### config.mk
export PLATFORM = sky130hd
export DESIGN_NAME = scan_disk_scheduler_core
export DESIGN_NICKNAME = d
export VERILOG_FILES = /design/src/sv/sds_pkg.sv /design/src/sv/sds_div.sv /design/src/sv/scan_disk_scheduler_core.sv
export SDC_FILE = /design/constraint.sdc
export NUM_CORES = 1
export LEC_CHECK = 0
export ABC_AREA = 1
export ABC_CLOCK_PERIOD_IN_PS = 5190
export BUFFER_PORTS_ARGS = -buffer_cell sky130_fd_sc_hd__buf_2
export CAP_MARGIN = 15
export CORE_MARGIN = 1
export CORE_UTILIZATION = 50
export DETAILED_ROUTE_END_ITERATION = 16
export GPL_TIMING_DRIVEN = 0
export PLACE_DENSITY = 0.7
export SLEW_MARGIN = 40
export SYNTH_ARGS = -nofsm -noshare
export SYNTH_HDL_FRONTEND = slang
export SYNTH_SLANG_ARGS = --single-unit
export TNS_END_PERCENT = 20
### constraint.sdc
create_clock -name clk_i -period 5.19 [get_ports clk_i]
set_input_delay 1.038 -clock clk_i [delete_from_list [all_inputs] [get_ports clk_i]]
set_output_delay 1.038 -clock clk_i [all_outputs]
set_load 0.05 [all_outputs]
### src/sv/sds_pkg.sv
// Shared types and constants for the SCAN disk scheduler.
package sds_pkg;

  // Defaults for the top level parameters
  localparam int unsigned MAX_REQUESTS_DEF = 32;
  localparam int unsigned CYL_BITS_DEF     = 8;

  // Fixed field widths of the transaction ports
  localparam int unsigned CYL_W     = 8;
  localparam int unsigned SEEK_W    = 9;
  localparam int unsigned AVG_W     = 17;
  localparam int unsigned FRAC_BITS = 8;

  // Input transaction kinds
  localparam logic KIND_LOAD  = 1'b0;
  localparam logic KIND_START = 1'b1;

  typedef enum logic [2:0] {
    ST_IDLE,
    ST_SCAN,
    ST_STEP,
    ST_DECIDE,
    ST_DIV
  } sds_state_e;

endpackage

### src/sv/sds_div.sv
// Restoring divider, one quotient bit per cycle.
module sds_div import sds_pkg::*; #(
  parameter int unsigned DIV_W = 6
) (
  input  logic             clk_i,
  input  logic             rst_ni,
  input  logic             start_i,
  input  logic [AVG_W-1:0] dividend_i,
  input  logic [DIV_W-1:0] divisor_i,
  output logic             done_o,
  output logic [AVG_W-1:0] quotient_o
);

  localparam int unsigned STEP_W = $clog2(AVG_W + 1);

  // Partial remainder always stays below the divisor
  logic [DIV_W-1:0]  rem_q, rem_d;
  logic [AVG_W-1:0]  dvd_q, dvd_d;
  logic [DIV_W-1:0]  dsr_q;
  logic [STEP_W-1:0] step_q;
  logic              run_q;
  logic              done_q;
  logic [DIV_W:0]    shifted;
  logic              fits;

  always_comb begin
    shifted = {rem_q, dvd_q[AVG_W-1]};
    fits    = (shifted >= {1'b0, dsr_q});
    rem_d   = fits ? DIV_W'(shifted - {1'b0, dsr_q}) : shifted[DIV_W-1:0];
    dvd_d   = {dvd_q[AVG_W-2:0], fits};
  end

  always_ff @(posedge clk_i or negedge rst_ni) begin
    if (!rst_ni) begin
      run_q  <= 1'b0;
      done_q <= 1'b0;
      step_q <= '0;
    end else begin
      done_q <= 1'b0;
      if (start_i) begin
        run_q  <= 1'b1;
        step_q <= STEP_W'(AVG_W);
      end else if (run_q) begin
        step_q <= step_q - STEP_W'(1);
        if (step_q == STEP_W'(1)) begin
          run_q  <= 1'b0;
          done_q <= 1'b1;
        end
      end
    end
  end

  always_ff @(posedge clk_i) begin
    if (start_i) begin
      rem_q <= '0;
      dvd_q <= dividend_i;
      dsr_q <= divisor_i;
    end else if (run_q) begin
      rem_q <= rem_d;
      dvd_q <= dvd_d;
    end
  end

  assign done_o     = done_q;
  assign quotient_o = dvd_q;

endmodule

### src/sv/scan_disk_scheduler_core.sv
// Top level of the SCAN (elevator) disk scheduler.
//
// Usage:
// - One input channel in command style: a transaction is taken at a rising edge
//   with start high and busy low. kind_i = 0 loads request_cylinder_i into the
//   request store (ignored once the store holds MAX_REQUESTS entries); kind_i = 1
//   starts a schedule from head_position_i and empties the store.
// - A load leaves busy low, so loads can follow every cycle.
// - A start with n requests raises busy and emits n + 1 results (requests at or
//   below the head descending, the turnaround at cylinder 0, then the rest
//   ascending), each on the result ports for one cycle with out_valid_o high.
// - Each result costs one selection pass: the single store read port scans all
//   n entries while the selection compare tracks the best unused candidate.
//   The last result also waits for the average seek from a bit-serial divider
//   (17 quotient bits, then the done flag). Busy is low again while the last
//   result shows.
// - A start on an empty store answers in the next cycle with a single error result.
// - The receiver cannot stall: results are never held back.
// - Reset clears the request count and the sequencer; the store holds no reset.
module scan_disk_scheduler_core import sds_pkg::*; #(
  parameter int unsigned MAX_REQUESTS = MAX_REQUESTS_DEF,
  parameter int unsigned CYL_BITS     = CYL_BITS_DEF
) (
  input  logic             clk_i,
  input  logic             rst_ni,
  input  logic             start,
  output logic             busy,
  input  logic             kind_i,
  input  logic [CYL_W-1:0] request_cylinder_i,
  input  logic [CYL_W-1:0] head_position_i,
  output logic             out_valid_o,
  output logic [CYL_W-1:0] service_cylinder_o,
  output logic [SEEK_W-1:0] running_seek_o,
  output logic             is_sweep_end_o,
  output logic [AVG_W-1:0] average_seek_o,
  output logic             is_last_o,
  output logic             error_o
);

  // Stored cylinder width: masked to CYL_BITS, never wider than the port
  localparam int unsigned SW    = (CYL_BITS < CYL_W) ? CYL_BITS : CYL_W;
  localparam int unsigned CNT_W = $clog2(MAX_REQUESTS + 1);
  localparam int unsigned IDX_W = (MAX_REQUESTS > 1) ? $clog2(MAX_REQUESTS) : 1;

  sds_state_e state_q, state_d;

  // Request store, one write port (loads) and one registered read port (scans)
  logic [SW-1:0] mem_q [MAX_REQUESTS];

  logic [CNT_W-1:0]        count_q;
  logic [CNT_W-1:0]        n_q;
  logic [CNT_W-1:0]        emitted_q;
  logic [IDX_W-1:0]        scan_idx_q;
  logic [MAX_REQUESTS-1:0] used_q;
  logic                    high_q;
  logic                    found_q;
  logic                    rd_vld_q;
  logic [SW-1:0]           rd_data_q;
  logic [IDX_W-1:0]        rd_idx_q;
  logic [SW-1:0]           best_q;
  logic [IDX_W-1:0]        best_idx_q;
  logic [SW-1:0]           head_q;
  logic [SW-1:0]           pos_q;
  logic [SEEK_W-1:0]       total_q;
  logic [SW-1:0]           pend_cyl_q;
  logic                    pend_sweep_q;

  // Output register
  logic              out_valid_q;
  logic [CYL_W-1:0]  out_cyl_q;
  logic [SEEK_W-1:0] out_seek_q;
  logic              out_sweep_q;
  logic [AVG_W-1:0]  out_avg_q;
  logic              out_last_q;
  logic              out_err_q;

  logic              accept;
  logic              load_acc;
  logic              start_acc;
  logic              scan_last;
  logic              cand;
  logic              better;
  logic [SW-1:0]     delta;
  logic [SEEK_W-1:0] new_total;
  logic              sched_last;
  logic              div_start;
  logic              div_done;
  logic [AVG_W-1:0]  div_quot;

  assign busy      = (state_q != ST_IDLE);
  assign accept    = start && !busy;
  assign load_acc  = accept && (kind_i == KIND_LOAD);
  assign start_acc = accept && (kind_i == KIND_START);

  // Selection compare on the word coming out of the store
  always_comb begin
    cand   = !used_q[rd_idx_q] && (high_q ? (rd_data_q > head_q) : (rd_data_q <= head_q));
    better = !found_q || (high_q ? (rd_data_q < best_q) : (rd_data_q > best_q));
  end

  // Seek step: toward the chosen request, or down to cylinder 0 at the turnaround
  always_comb begin
    if (!found_q) begin
      delta = pos_q;
    end else if (high_q) begin
      delta = best_q - pos_q;
    end else begin
      delta = pos_q - best_q;
    end
    new_total = total_q + SEEK_W'(delta);
    // Turnaround is last when every request was at or below the head;
    // otherwise the final upward visit is last.
    if (!found_q) begin
      sched_last = (emitted_q == n_q);
    end else begin
      sched_last = high_q && ((emitted_q + CNT_W'(1)) == n_q);
    end
    scan_last = (CNT_W'(scan_idx_q) == (n_q - CNT_W'(1)));
  end

  // Sequencer
  always_comb begin
    state_d   = state_q;
    div_start = 1'b0;
    case (state_q)
      ST_IDLE: begin
        if (start_acc && (count_q != '0)) begin
          state_d = ST_SCAN;
        end
      end
      ST_SCAN: begin
        if (scan_last) begin
          state_d = ST_STEP;
        end
      end
      ST_STEP: begin
        state_d = ST_DECIDE;
      end
      ST_DECIDE: begin
        if (sched_last) begin
          div_start = 1'b1;
          state_d   = ST_DIV;
        end else begin
          state_d = ST_SCAN;
        end
      end
      ST_DIV: begin
        if (div_done) begin
          state_d = ST_IDLE;
        end
      end
      default: begin
        state_d = ST_IDLE;
      end
    endcase
  end

  always_ff @(posedge clk_i or negedge rst_ni) begin
    if (!rst_ni) begin
      state_q <= ST_IDLE;
    end else begin
      state_q <= state_d;
    end
  end

  // Control registers
  always_ff @(posedge clk_i or negedge rst_ni) begin
    if (!rst_ni) begin
      count_q     <= '0;
      n_q         <= '0;
      emitted_q   <= '0;
      scan_idx_q  <= '0;
      used_q      <= '0;
      high_q      <= 1'b0;
      found_q     <= 1'b0;
      rd_vld_q    <= 1'b0;
      out_valid_q <= 1'b0;
    end else begin
      out_valid_q <= 1'b0;
      rd_vld_q    <= (state_q == ST_SCAN);
      if (load_acc && (count_q < CNT_W'(MAX_REQUESTS))) begin
        count_q <= count_q + CNT_W'(1);
      end
      if (start_acc) begin
        count_q    <= '0;
        n_q        <= count_q;
        emitted_q  <= '0;
        scan_idx_q <= '0;
        used_q     <= '0;
        high_q     <= 1'b0;
        found_q    <= 1'b0;
        if (count_q == '0) begin
          out_valid_q <= 1'b1;
        end
      end
      if (state_q == ST_SCAN) begin
        scan_idx_q <= scan_idx_q + IDX_W'(1);
      end
      if (rd_vld_q && cand && better) begin
        found_q <= 1'b1;
      end
      if (state_q == ST_DECIDE) begin
        found_q    <= 1'b0;
        scan_idx_q <= '0;
        if (found_q) begin
          used_q[best_idx_q] <= 1'b1;
          emitted_q          <= emitted_q + CNT_W'(1);
        end else begin
          high_q <= 1'b1;
        end
        if (!sched_last) begin
          out_valid_q <= 1'b1;
        end
      end
      if ((state_q == ST_DIV) && div_done) begin
        out_valid_q <= 1'b1;
      end
    end
  end

  // Store write and registered read
  always_ff @(posedge clk_i) begin
    if (load_acc && (count_q < CNT_W'(MAX_REQUESTS))) begin
      mem_q[count_q[IDX_W-1:0]] <= request_cylinder_i[SW-1:0];
    end
    if (state_q == ST_SCAN) begin
      rd_data_q <= mem_q[scan_idx_q];
      rd_idx_q  <= scan_idx_q;
    end
  end

  // Datapath and output payload
  always_ff @(posedge clk_i) begin
    if (rd_vld_q && cand && better) begin
      best_q     <= rd_data_q;
      best_idx_q <= rd_idx_q;
    end
    if (start_acc) begin
      head_q      <= head_position_i[SW-1:0];
      pos_q       <= head_position_i[SW-1:0];
      total_q     <= '0;
      out_cyl_q   <= '0;
      out_seek_q  <= '0;
      out_sweep_q <= 1'b0;
      out_avg_q   <= '0;
      out_last_q  <= 1'b1;
      out_err_q   <= 1'b1;
    end
    if (state_q == ST_DECIDE) begin
      total_q      <= new_total;
      pos_q        <= found_q ? best_q : '0;
      pend_cyl_q   <= found_q ? best_q : '0;
      pend_sweep_q <= !found_q;
      out_cyl_q    <= CYL_W'(found_q ? best_q : '0);
      out_seek_q   <= new_total;
      out_sweep_q  <= !found_q;
      out_avg_q    <= '0;
      out_last_q   <= 1'b0;
      out_err_q    <= 1'b0;
    end
    if ((state_q == ST_DIV) && div_done) begin
      out_cyl_q   <= CYL_W'(pend_cyl_q);
      out_seek_q  <= total_q;
      out_sweep_q <= pend_sweep_q;
      out_avg_q   <= div_quot;
      out_last_q  <= 1'b1;
      out_err_q   <= 1'b0;
    end
  end

  // Average seek: total with 8 fraction bits over the request count
  sds_div #(
    .DIV_W (CNT_W)
  ) u_div (
    .clk_i      (clk_i),
    .rst_ni     (rst_ni),
    .start_i    (div_start),
    .dividend_i ({new_total, {FRAC_BITS{1'b0}}}),
    .divisor_i  (n_q),
    .done_o     (div_done),
    .quotient_o (div_quot)
  );

  assign out_valid_o        = out_valid_q;
  assign service_cylinder_o = out_cyl_q;
  assign running_seek_o     = out_seek_q;
  assign is_sweep_end_o     = out_sweep_q;
  assign average_seek_o     = out_avg_q;
  assign is_last_o          = out_last_q;
  assign error_o            = out_err_q;

endmodule

## Word-level counts from Yosys, hierarchy flattened

Memory sizes are Yosys's and may differ from the RTL's. A register that Yosys moved wholly into a read port is not among the register bits.
Index checks and enable logic that the tools add are counted.

- Word-level logic and storage cells: 157
- Output and inout bits: 39
- Bits in writable memories: 256
- Input port bits: 20
- Register bits: 187
- Memories kept: 1

Memories:

| name | words | bits a word | read ports | clocked after memory_dff | wr ports | line | text |
|---|---|---|---|---|---|---|---|
| mem_q | 32 | 8 | 1 | 1 | 1 | scan_disk_scheduler_core.sv:48 | `logic [SW-1:0] mem_q [MAX_REQUESTS];` |

- Equal/unequal tests: 11
- Bitwise operators: 2
- Reduce and logical (&&, ||, !) cells: 27
- Magnitude comparators: 9
- Add/sub/neg operators: 9
- Muxes and demuxes: 67

Operators by type and width:

| kind | number |
|---|---|
| 2-to-1 mux 32 bit | 3 |
| 2-to-1 mux 17 bit | 5 |
| 2-to-1 mux 8 bit | 8 |
| 2-to-1 mux 6 bit | 6 |
| bitwise OR 32 bit | 1 |
| 2-to-1 mux 1 bit | 30 |
| 2-to-1 mux 9 bit | 3 |
| 2-to-1 mux 5 bit | 5 |
| greater-than comparator 8 bit | 2 |
| subtractor 8 bit | 2 |
| case mux 3 bit (5 select lines) | 1 |
| adder 6 x 1 -> 6 bit (second input constant) | 2 |
| equality test 6 bit | 2 |
| < comparator 5 x 6 -> 1 bit (second input constant) | 2 |
| 2-to-1 mux 3 bit | 4 |
| nonzero test 3 bit | 4 |
| logical AND 1 bit | 11 |
| adder 9 x 8 -> 9 bit | 1 |
| <= comparator 8 bit | 1 |
| < comparator 8 bit | 1 |
| greater-or-equal comparator 7 x 6 -> 1 bit | 1 |
| equality test 3 x 2 -> 1 bit (second input constant) | 2 |
| equality test 5 x 6 -> 1 bit | 1 |
| zero test 6 bit | 1 |
| 21 further kinds | 26 |

## Longest topological paths before layout

- Word-level depth: 8
- Mapped depth: 18

## By module

A second synthesis with hierarchy kept.

- Cell total of the unflattened synthesis: 1916
- Area, all modules: 20412.1 um2

Modules (own cells, without submodules):

| module | area an instance (um2) | cells an instance | sequential area each (um2) | times used |
|---|---|---|---|---|
| scan_disk_scheduler_core | 18549.0 | 1706 | 12131.6 | 1 |
| sds_div | 1863.0 | 210 | 985.9 | 1 |

## Least setup slack after synthesis

No wires, ideal clock.

- Kind: input -> register
- Start point: input start
- End point: register out_avg_q[0], in the netlist average_seek_o[0] (enable)
- Slack: 2042 ps
- Arrival time: 2755 ps
- Library setup time: 393 ps
- Stages on the path: 7
- Cells stage by stage: inv_1 -> nor2_2 -> nand2_1 -> buf_2 -> nand2_1 -> inv_1 -> nand2_1

- Word-level cells in the longest chain between the ends: 3

RTL lines:

| item | line | text |
|---|---|---|
| start, declared | scan_disk_scheduler_core.sv:26 | `input logic start,` |
| logical AND 1 bit | scan_disk_scheduler_core.sv:91 | `assign accept = start && !busy;` |
| logical AND 1 bit | scan_disk_scheduler_core.sv:93 | `assign start_acc = accept && (kind_i == KIND_START);` |
| nonzero test 3 bit (no source line) | -- |  |
| end signal, assigned | scan_disk_scheduler_core.sv:265 | `out_avg_q <= div_quot;` |
| end, declared | scan_disk_scheduler_core.sv:73 | `logic [AVG_W-1:0] out_avg_q;` |

Every way passes these cells.
A chain may end at the register's enable or synchronous reset.

## Worst setup path after layout

- Start point: register pos_q[2]
- End point: register u_div.dvd_q[16], in the netlist u_div.quotient_o[16], data pin

- Word-level cells in the longest chain between the ends: 5

RTL lines:

| item | line | text |
|---|---|---|
| start, declared | scan_disk_scheduler_core.sv:63 | `logic [SW-1:0] pos_q;` |
| start signal, assigned | scan_disk_scheduler_core.sv:240 | `pos_q <= head_position_i[SW-1:0];` |
| start signal, assigned | scan_disk_scheduler_core.sv:251 | `pos_q <= found_q ? best_q : '0;` |
| subtractor 8 bit (on tied branches) | scan_disk_scheduler_core.sv:108, scan_disk_scheduler_core.sv:106 |  |
| 2-to-1 mux 8 bit | scan_disk_scheduler_core.sv:105 | `end else if (high_q) begin` |
| 2-to-1 mux 8 bit (*) | scan_disk_scheduler_core.sv:103 | `if (!found_q) begin` |
| adder 9 x 8 -> 9 bit (*) | scan_disk_scheduler_core.sv:110 | `new_total = total_q + SEEK_W'(delta);` |
| 2-to-1 mux 17 bit (*) | sds_div.sv:54 | `if (start_i) begin` |
| end signal, assigned | sds_div.sv:56 | `dvd_q <= dividend_i;` |
| end signal, assigned | sds_div.sv:60 | `dvd_q <= dvd_d;` |
| end, declared | sds_div.sv:18 | `logic [AVG_W-1:0] dvd_q, dvd_d;` |

Mark *: on every way between the ends. The rest lies on a longest branch, timed or not.

==> qor.yml <==
power_and_ir_drop:
  p_per_area_mw_per_mm2: 585
  power_mw: 13.3
  max-vdd-ir-drop_mv: 0.404
  p_leak_nw: 8.88
sta:
  timing.hold.ws_ns: 0.322
  slew_violations: 0
  fin_tns_setup_ns: 0
  relSlewSlack: 0.445
  period_share: 0.633
  hold_violations: 0
  fin_crit_ns: 3.28
  worst_pin_slew_ns: 0.830
  setup_viol: 0
  finClkSkew_ns: 0.0136
  rsz0062_at_grt: "no"
  max_clock_freq_mhz: 305
synthesis:
  syn-num-nets: 1968
  synth_area_mm2: 0.0202
  syn_area_per_cell_um2: 10.7
  ys_ff_latch: 451
  syn_inst: 1891
  yosysWarnings: 0
  synth_edf_count: 366
  synthFlopType: "edfxtp_1"
  ys_seq_area_frac: 0.646
  yosysUniqueCellTypes: 50
  async_reset_ff_frac: 0.153
clock_network:
  clkTransAtPathRegs_ns: 0.06
  numCtsBuffers: 47
  clk_latency_ns: 0.59
  postCtsHoldBufs: 0
  clockBufferDepth: 3
  htreeDepth: 2
  clock_sinks: 451
  cts_tree: "done"
  cts_resized: 0
  cts_root_buf: "clkbuf_16"
  post_cts_buffers: 0
layout:
  fillers: 3367
  diodes: 0
  final_common_cell: "edfxtp_1"
  layout_common_cells: "366 x edfxtp_1, 304 x nand2_1, 229 x nor2_1, 208 x o21ai_0, 170 x inv_1"
  layout-drive-gt1-share: 0.102
  final_cells: 2558
  area_growth_pct: 12.3
  num-nets-final: 2077
placement:
  io_buffers: 58
  routabilityCongestion: 0.949
  hpwl_um: 35700
  dp.cells: 2476
detailed_routing:
  first_pass_iters: 5
  wl_per_cell_um: 20.3
  post-route-drc-count: 0
  route.vias.total: 14500
  drt_iter0_markers: 1384
  ant_nets: 0
  vias_per_cell: 5.66
  drt-total-wl_um: 52000
floorplan:
  start_util: 0.508
  die_area_mm2: 0.0412
  die_y_um: 203
  die_w_um: 203
  fp-row-count: 73
  coreArea_mm2: 0.0397
  io_pins: 59
global_routing:
  globalRouteOverflowTotal: 0
  grt_pass1_wl_um: 79800
  track_usage: 0.256
  grt_pass1_vias: 14000
  grt_max_degree: 41
  grt_antenna_before_repair: 0
critical_path:
  crit_required_ns: 5.51
  reg2reg_from: "pos_q[2]$_DFFE_PP_"
  worstSetupPathType: "reg2reg"
  cp-end-kind: "register"
  start_kind: "register"
  reg2reg_to: "u_div.quotient_o[16]$_DFFE_PP_"
  ff2ff_setup_slack_ns: 1.91
  cp_data_arrival_time_ns: 3.61
  r2r_cells: 17
  cp_max_fo: 8
run:
  drv_cap: 0
hold_path:
  hold_path.class: "in2async"
run_status:
  outcome: "complete, no violations"
-- per-stage QoR --
stage | worst slack [ns] | utilization | cell area [um^2]
floorplan | 2.04 | - | 20200
global placement | 1.10 | 0.532 | 21100
detailed placement | 1.79 | 0.534 | 21200
CTS | 1.91 | 0.570 | 22600
global route | 1.63 | 0.570 | 22700
finish | 1.91 | 0.570 | 22700
-- cell usage after synthesis, types with 11 or more instances --
master	n	area, um^2
nor2_1	247	927
xor2_1	16	140
xnor2_1	12	105
clkbuf_1	53	199
a21oi_1	35	175
nand2_1	306	1150
o21ai_2	11	96.3
nand4_1	11	68.8
edfxtp_1	366	11000
dfrtp_1	69	1730
buf_2	22	110
o22ai_1	102	638
dfxtp_1	16	320
inv_1	170	638
ha_1	53	663
o21ai_0	208	1040
nand3_1	106	531
-- kinds of logic (layout without fill, tap and decap cells) --
family                     count (synthesis)  after routing  share of synthesized area
AOI/OAI and AO/OA                        383            383                      0.106
xor gates and xnor gates                  28             28                     0.0122
adders and majority gates                 57             57                     0.0368
buffers and inverters                    266            408                     0.0528
DFF                                      451            451                      0.646
muxes                                      1              1                   0.000558
and+or+nand+nor                          705            705                      0.146
-- metal layers --
layer / global-route usage / routed length, um
met1: 0.329 / 21000
met2: 0.432 / 25100
met3: 0.0379 / 3880
met4: 0.109 / 2010
met5: 0 / 0
-- sequential cells by signal, indices dropped and copies added, names as in the netlist, 6 cells and up --
| name | cells |
|---|---|
| average_seek_o | 17 |
| best_q | 8 |
| count_q | 6 |
| emitted_q | 6 |
| head_q | 8 |
| mem_q | 256 |
| n_q | 6 |
| pend_cyl_q | 8 |
| pos_q | 8 |
| rd_data_q | 8 |
| running_seek_o | 9 |
| service_cylinder_o | 8 |
| total_q | 9 |
| u_div.dsr_q | 6 |
| u_div.quotient_o | 17 |
| u_div.rem_q | 6 |
| used_q | 32 |
-- critical path, stage by stage (launching register included) --
cell	delay [ns]
edfxtp_1	0.43
ha_1	0.30
clkbuf_1	0.29
a21oi_1	0.13
nand2_1	0.12
nand2_1	0.06
nand2_1	0.12
a21oi_1	0.08
xor2_1	0.14
o21ai_0	0.24
ha_1	0.35
nand2_1	0.11
inv_1	0.05
o211ai_1	0.16
nand3_1	0.12
xor2_1	0.17
nand2_1	0.09
o21ai_2	0.09
-- report_power, final --
group	total [mW]	internal [mW]	switching, mW
Sequential	4.88	4.55	0.329
Clock	3.19	1.82	1.37
Combinational	5.19	1.55	3.64
-- cell type report --
cell class | instances | area, um^2 | area share
clock inverter | 21 | 160 | 0.00707
buffer | 82 | 375 | 0.0166
sequential | 451 | 13000 | 0.575
inverter | 184 | 691 | 0.0305
clock buffer | 61 | 1270 | 0.0560
timing repair buffer | 60 | 328 | 0.0145
multi-input combinational | 1174 | 6140 | 0.271
tap | 525 | 657 | 0.0290
-- how the worst max path moves through the flow --
stage / from / endpoint / slack, ns / cells past startpoint
finish: pos_q[2]$_DFFE_PP_ / u_div.quotient_o[16]$_DFFE_PP_ / 1.91 / 17
global route: best_q[2]$_DFFE_PP_ / running_seek_o[6]$_DFFE_PP_ / 1.63 / 18
CTS: pos_q[2]$_DFFE_PP_ / u_div.quotient_o[16]$_DFFE_PP_ / 1.91 / 17
detailed placement: start / service_cylinder_o[4]$_DFFE_PP_ / 1.79 / 8
global placement: start / service_cylinder_o[3]$_DFFE_PP_ / 1.10 / 8
floorplan: start / average_seek_o[0]$_SDFFCE_PN0P_ / 2.04 / 7
(Power assumes the default switching activity.)
